<file path="src/design/nts_pkg.sv">
// Shared types and constants for the nearest texture sampler with repeat wrap.
package nts_pkg;

  localparam int COORD_W = 24;
  localparam int COL_W   = 7;
  localparam int ROW_W   = 7;
  localparam int CHAN_W  = 8;
  localparam int TEXEL_W = 3 * CHAN_W;
  localparam int SIZE_W  = 8;
  localparam int PADDR_W = 3;
  localparam int PDATA_W = 32;

  localparam logic OP_WRITE  = 1'b0;
  localparam logic OP_SAMPLE = 1'b1;

  localparam logic REG_WIDTH  = 1'b0;
  localparam logic REG_HEIGHT = 1'b1;

  localparam logic [SIZE_W-1:0] SIZE_RESET = 8'd128;

  typedef struct packed {
    logic                       opcode;
    logic signed [COORD_W-1:0]  coord_u;
    logic signed [COORD_W-1:0]  coord_v;
    logic [COL_W-1:0]           write_column;
    logic [ROW_W-1:0]           write_row;
    logic [CHAN_W-1:0]          write_red;
    logic [CHAN_W-1:0]          write_green;
    logic [CHAN_W-1:0]          write_blue;
  } in_word_t;

  typedef struct packed {
    logic [CHAN_W-1:0] sample_red;
    logic [CHAN_W-1:0] sample_green;
    logic [CHAN_W-1:0] sample_blue;
  } out_word_t;

  typedef struct packed {
    logic wr_en;
    logic rd_en;
  } mem_ctl_t;

  typedef enum logic [1:0] {
    ST_IDLE,
    ST_SCALE,
    ST_READ,
    ST_RESULT
  } state_t;

endpackage

</file>
<file path="src/design/nts_wrap_scale.sv">
// Repeat wrap of u and v and scaling of the fractions to a column and row index.
module nts_wrap_scale
  import nts_pkg::*;
#(
  parameter int FRACTION_BITS = 16
) (
  input  logic                      clk,
  input  logic                      load,
  input  logic signed [COORD_W-1:0] coord_u,
  input  logic signed [COORD_W-1:0] coord_v,
  input  logic [SIZE_W-1:0]         width_sz,
  input  logic [SIZE_W-1:0]         height_sz,
  output logic [SIZE_W-1:0]         col_idx_r,
  output logic [SIZE_W-1:0]         row_idx_r
);

  localparam int PW = FRACTION_BITS + SIZE_W;

  logic [FRACTION_BITS-1:0] frac_u_r;
  logic [FRACTION_BITS-1:0] frac_v_r;
  logic [PW-1:0]            prod_u;
  logic [PW-1:0]            prod_v;

  always_ff @(posedge clk) begin
    if (load) begin
      frac_u_r <= coord_u[FRACTION_BITS-1:0];
      frac_v_r <= coord_v[FRACTION_BITS-1:0];
    end
  end

  assign prod_u = PW'(frac_u_r) * PW'(width_sz);
  assign prod_v = PW'(frac_v_r) * PW'(height_sz);

  always_ff @(posedge clk) begin
    col_idx_r <= prod_u[PW-1:FRACTION_BITS];
    row_idx_r <= prod_v[PW-1:FRACTION_BITS];
  end

endmodule

</file>
<file path="config.mk">
export PLATFORM = sky130hd
export DESIGN_NAME = nts_wrap_scale
export DESIGN_NICKNAME = d
export VERILOG_FILES = /design/src/design/nts_pkg.sv /design/src/design/nts_wrap_scale.sv
export SDC_FILE = /design/constraint.sdc
export NUM_CORES = 1
export LEC_CHECK = 0
export BUFFER_PORTS_ARGS = -buffer_cell sky130_fd_sc_hd__clkbuf_2
export CORE_MARGIN = 3
export CORE_UTILIZATION = 40
export DETAILED_ROUTE_END_ITERATION = 8
export SLEW_MARGIN = 5
export SYNTH_ARGS = -nofsm -noshare
export SYNTH_HDL_FRONTEND = slang
export SYNTH_SLANG_ARGS = --single-unit
export TNS_END_PERCENT = 50
</file>
<file path="constraint.sdc">
create_clock -name clk -period 6.6 [get_ports clk]
set_input_delay 1.32 -clock clk [delete_from_list [all_inputs] [get_ports clk]]
set_output_delay 1.32 -clock clk [all_outputs]
set_load 0.1 [all_outputs]
</file>
==> flow_summary.rst <==
.. list-table::
   :header-rows: 1

   * - Metric
     - Value
   * - Clock network latency to the later pin of the worst-skew pair
     - 0.30 ns
   * - Remaining number of nets flagged by the antenna check after routing
     - 0
   * - Sequential cell area fraction in the yosys report
     - 0.1446
   * - Most frequent cells after synthesis
     - sky130_fd_sc_hd__and2_1, sky130_fd_sc_hd__inv_1, sky130_fd_sc_hd__fa_1
   * - Initial core utilization
     - 0.4138
   * - Maximum clock rate
     - 185.4 MHz
   * - Layout cell share with drive strength beyond 1
     - 0.07979
   * - Type of element launching the critical path
     - input port
   * - Final-layout fill cell count
     - 2122
   * - Number of enable-type register cells in the synthesized netlist
     - 32
   * - Worst-path cell with the longest stage delay
     - sky130_fd_sc_hd__fa_1
   * - Maximum buffer depth of the clock tree
     - 2
   * - Total track usage
     - 0.1599
   * - Cell area after technology mapping
     - 8864 um^2
   * - Fin Clk Skew
     - 0.009745 ns
   * - Post-CTS Hold Fix Bufs
     - 0
   * - Outcome
     - completed
   * - Register area
     - 1281 um^2
   * - Number of register bits inferred by synthesis
     - 48
   * - Die Outline Area
     - 23980 um^2
   * - Unique cell type count in the Yosys netlist
     - 42
   * - Number of optimization iterations in the first detailed-route pass
     - 4
   * - Largest fanout of any net on the critical path
     - 17
   * - Destination of the critical timing path
     - row_idx_r[6]$_DFF_P_
   * - Overall overflow remaining after global route
     - 0
   * - Setup WS pre-CTS
     - 0.9385 ns
   * - Routability congestion estimate from global placement
     - 0.7932
   * - Vias
     - 6025
   * - Number of max-cap violations
     - 0
   * - Gate Count Post-Synth
     - 910
   * - Total clock buffers created by CTS
     - 5
   * - Final Total Pwr
     - 0.003571 W
   * - Unrepaired setup endpoints after global routing
     - false
   * - Synthesized net count
     - 1224
   * - Hold Violations, Final
     - 0
   * - Number of failing setup endpoints in the final timing report
     - 0
   * - Least-Margin Pin Slew
     - 0.9100 ns
   * - HPWL after detailed placement
     - 14730 um
   * - Boundary Pins
     - 82
   * - PwrDens
     - 369.8 nW/um^2
   * - Global-route wire length before repair
     - 31300 um
   * - Number of antenna violations at the first check in global routing
     - 0
   * - Vias in the first global route
     - 6341
   * - Clock sink count
     - 48
   * - Most used cell, CP
     - sky130_fd_sc_hd__fa_1
   * - Root buf cell
     - sky130_fd_sc_hd__clkbuf_16
   * - WP data arrival
     - 5.59 ns
   * - Worst hold start
     - frac_v_r[15]$_DFFE_PP_
   * - 1st-iter DRT viols
     - 215
   * - Final setup TNS
     - 0 ns
   * - FF-to-FF End
     - row_idx_r[6]$_DFF_P_
   * - Max transition margin
     - 0.3933
   * - Share of synthesized registers carrying an async set or reset
     - 0
   * - Routed Wire Length
     - 18040 um
   * - Resize count post-CTS
     - 0
   * - Required time of the worst setup path
     - 6.80 ns
   * - Cell types with the largest area share after synthesis
     - sky130_fd_sc_hd__fa_1, sky130_fd_sc_hd__and2_1, sky130_fd_sc_hd__ha_1
   * - H-tree level count
     - 2
   * - Commonest register cell after synthesis
     - sky130_fd_sc_hd__edfxtp_1
   * - Post-synthesis area per instance
     - 9.740 um^2
   * - Area growth syn-to-layout
     - 8.950%
   * - Footprint of the multi-input gates
     - 6817 um^2
   * - Ordered list of cells on the worst path
     - clkbuf_2 -> and2_1 -> fa_1 -> fa_1 -> fa_1 -> inv_1 -> fa_1 -> inv_1 -> ha_1 -> and4_1 -> and2_1 -> o211ai_1 -> a31oi_1 -> nor4b_1 -> a311oi_1
   * - Clock-pin transition on the worst setup and hold timing paths
     - 0.07 ns
   * - Synthesis warning total
     - 0
   * - Setup bufs post-CTS
     - 0
   * - CP Class
     - input port to register
   * - Final Worst Setup Slack
     - 1.206 ns
   * - Die outline width
     - 154.9 um
   * - Core footprint
     - 21420 um^2
   * - Minimum clock period after layout
     - 5.394 ns
   * - Port Buffers
     - 65
   * - Wire per inst
     - 14.53 um
   * - Final core area utilization
     - 0.4508
   * - Number of max-slew violations in the final report
     - 0
   * - Final critical-path share of the clock period
     - 0.8172
   * - Worst supply voltage drop on vdd
     - 534.7 uV
   * - First element of the critical path
     - height_sz[2]
   * - Hold WC Path Type
     - register to register
   * - Worst hold slack
     - 1.101 ns
   * - Post-layout nets
     - 1278
   * - Area share of the leading cell type in the synthesized netlist
     - 0.3749
   * - Core Rows
     - 53
   * - Drt drc
     - 0
   * - Vias per inst
     - 4.855
   * - Pin count of the biggest net entering global routing
     - 33
   * - Die Height
     - 154.9 um
   * - Most common cell in the synthesized netlist
     - sky130_fd_sc_hd__and2_1
   * - Crit Reg-Reg Startpoint
     - frac_v_r[13]$_DFFE_PP_
   * - Worst reg2reg setup slack
     - 2.02 ns
   * - Leading area contributor after synthesis
     - sky130_fd_sc_hd__fa_1
   * - CTS tree
     - yes
   * - CP Capture Type
     - register
   * - R2R depth
     - 14
   * - Leakage power
     - 4.806 nW
   * - Maximum single-stage delay on the critical path
     - 0.52 ns
## worst max-delay path: cells and delay by family
kind / cells / cell delay [ns]
adders and majority gates: 5 / 2.29
and+or+nand+nor: 4 / 0.76
buffers and inverters: 3 / 0.35
AOI/OAI and AO/OA: 3 / 0.86
## layer usage
layer  GRT usage  vias to the layer above  routed length, um
met4     0.02145                        0                101
met2      0.2539                      101               8372
met3     0.02003                        7                592
met5           0                        -                  0
li1            -                     2918                  -
met1      0.2422                     2999               8969
## cell type report
type / count / area share
diodes: 1 / 0.0002591
multi-input cells: 658 / 0.7059
flip-flops and latches: 48 / 0.1327
well taps: 275 / 0.03563
clock inverters: 2 / 0.004017
inverters: 186 / 0.07230
repair buffers: 65 / 0.03369
clock buffers: 6 / 0.01555
## sequential cells by signal, summed over array words and instances, names as in the netlist
| name | count |
|---|---|
| col_idx_r | 8 |
| frac_u_r | 16 |
| row_idx_r | 8 |
| frac_v_r | 16 |
## cell families after synthesis
kind of cell,Yosys count,share of synthesized area
and+or+nand+nor,319,0.2061
adders and majority gates,248,0.4907
buffers and inverters,204,0.08639
AOI/OAI and AO/OA,75,0.05647
DFF,48,0.1446
xor gates and xnor gates,16,0.01581
## where the power goes
group	switching [W]	internal (W)	total, W	leakage, nW
clock	0.000127	0.000204	0.000330	0.0926
combinational	0.00172	0.00106	0.00279	4.27
sequential	0.0000515	0.000404	0.000455	0.447
## stage by stage
stage | std cells | cell area [um^2]
after floorplan | 910 | 8864
after global placement | 1232 | 9465
after detailed placement | 1232 | 9465
after CTS | 1240 | 9654
after global routing | 1240 | 9654
final | 1241 | 9657
## worst min-delay path by stage
stage | endpoint | slack (ns) | cells after the start
finish | row_idx_r[7]$_DFF_P_ | 1.10 | 4
detailed placement | row_idx_r[7]$_DFF_P_ | 1.09 | 4
floorplan | row_idx_r[7]$_DFF_P_ | 0.93 | 4
CTS | row_idx_r[7]$_DFF_P_ | 1.12 | 4
global route | frac_v_r[13]$_DFFE_PP_ | 1.17 | 1
global placement | row_idx_r[7]$_DFF_P_ | 1.08 | 4
## cells in the final DEF (no fill, tap or decap), types with 12 or more instances in the layout
cell type	instances
sky130_fd_sc_hd__dfxtp_1	16
sky130_fd_sc_hd__edfxtp_1	32
sky130_fd_sc_hd__and2_1	212
sky130_fd_sc_hd__inv_1	186
sky130_fd_sc_hd__o21ai_0	12
sky130_fd_sc_hd__a21oi_1	29
sky130_fd_sc_hd__fa_1	166
sky130_fd_sc_hd__clkbuf_2	65
sky130_fd_sc_hd__ha_1	82
sky130_fd_sc_hd__nand2_1	56
sky130_fd_sc_hd__nor2_1	13
Power figures use the tool's default switching activity.
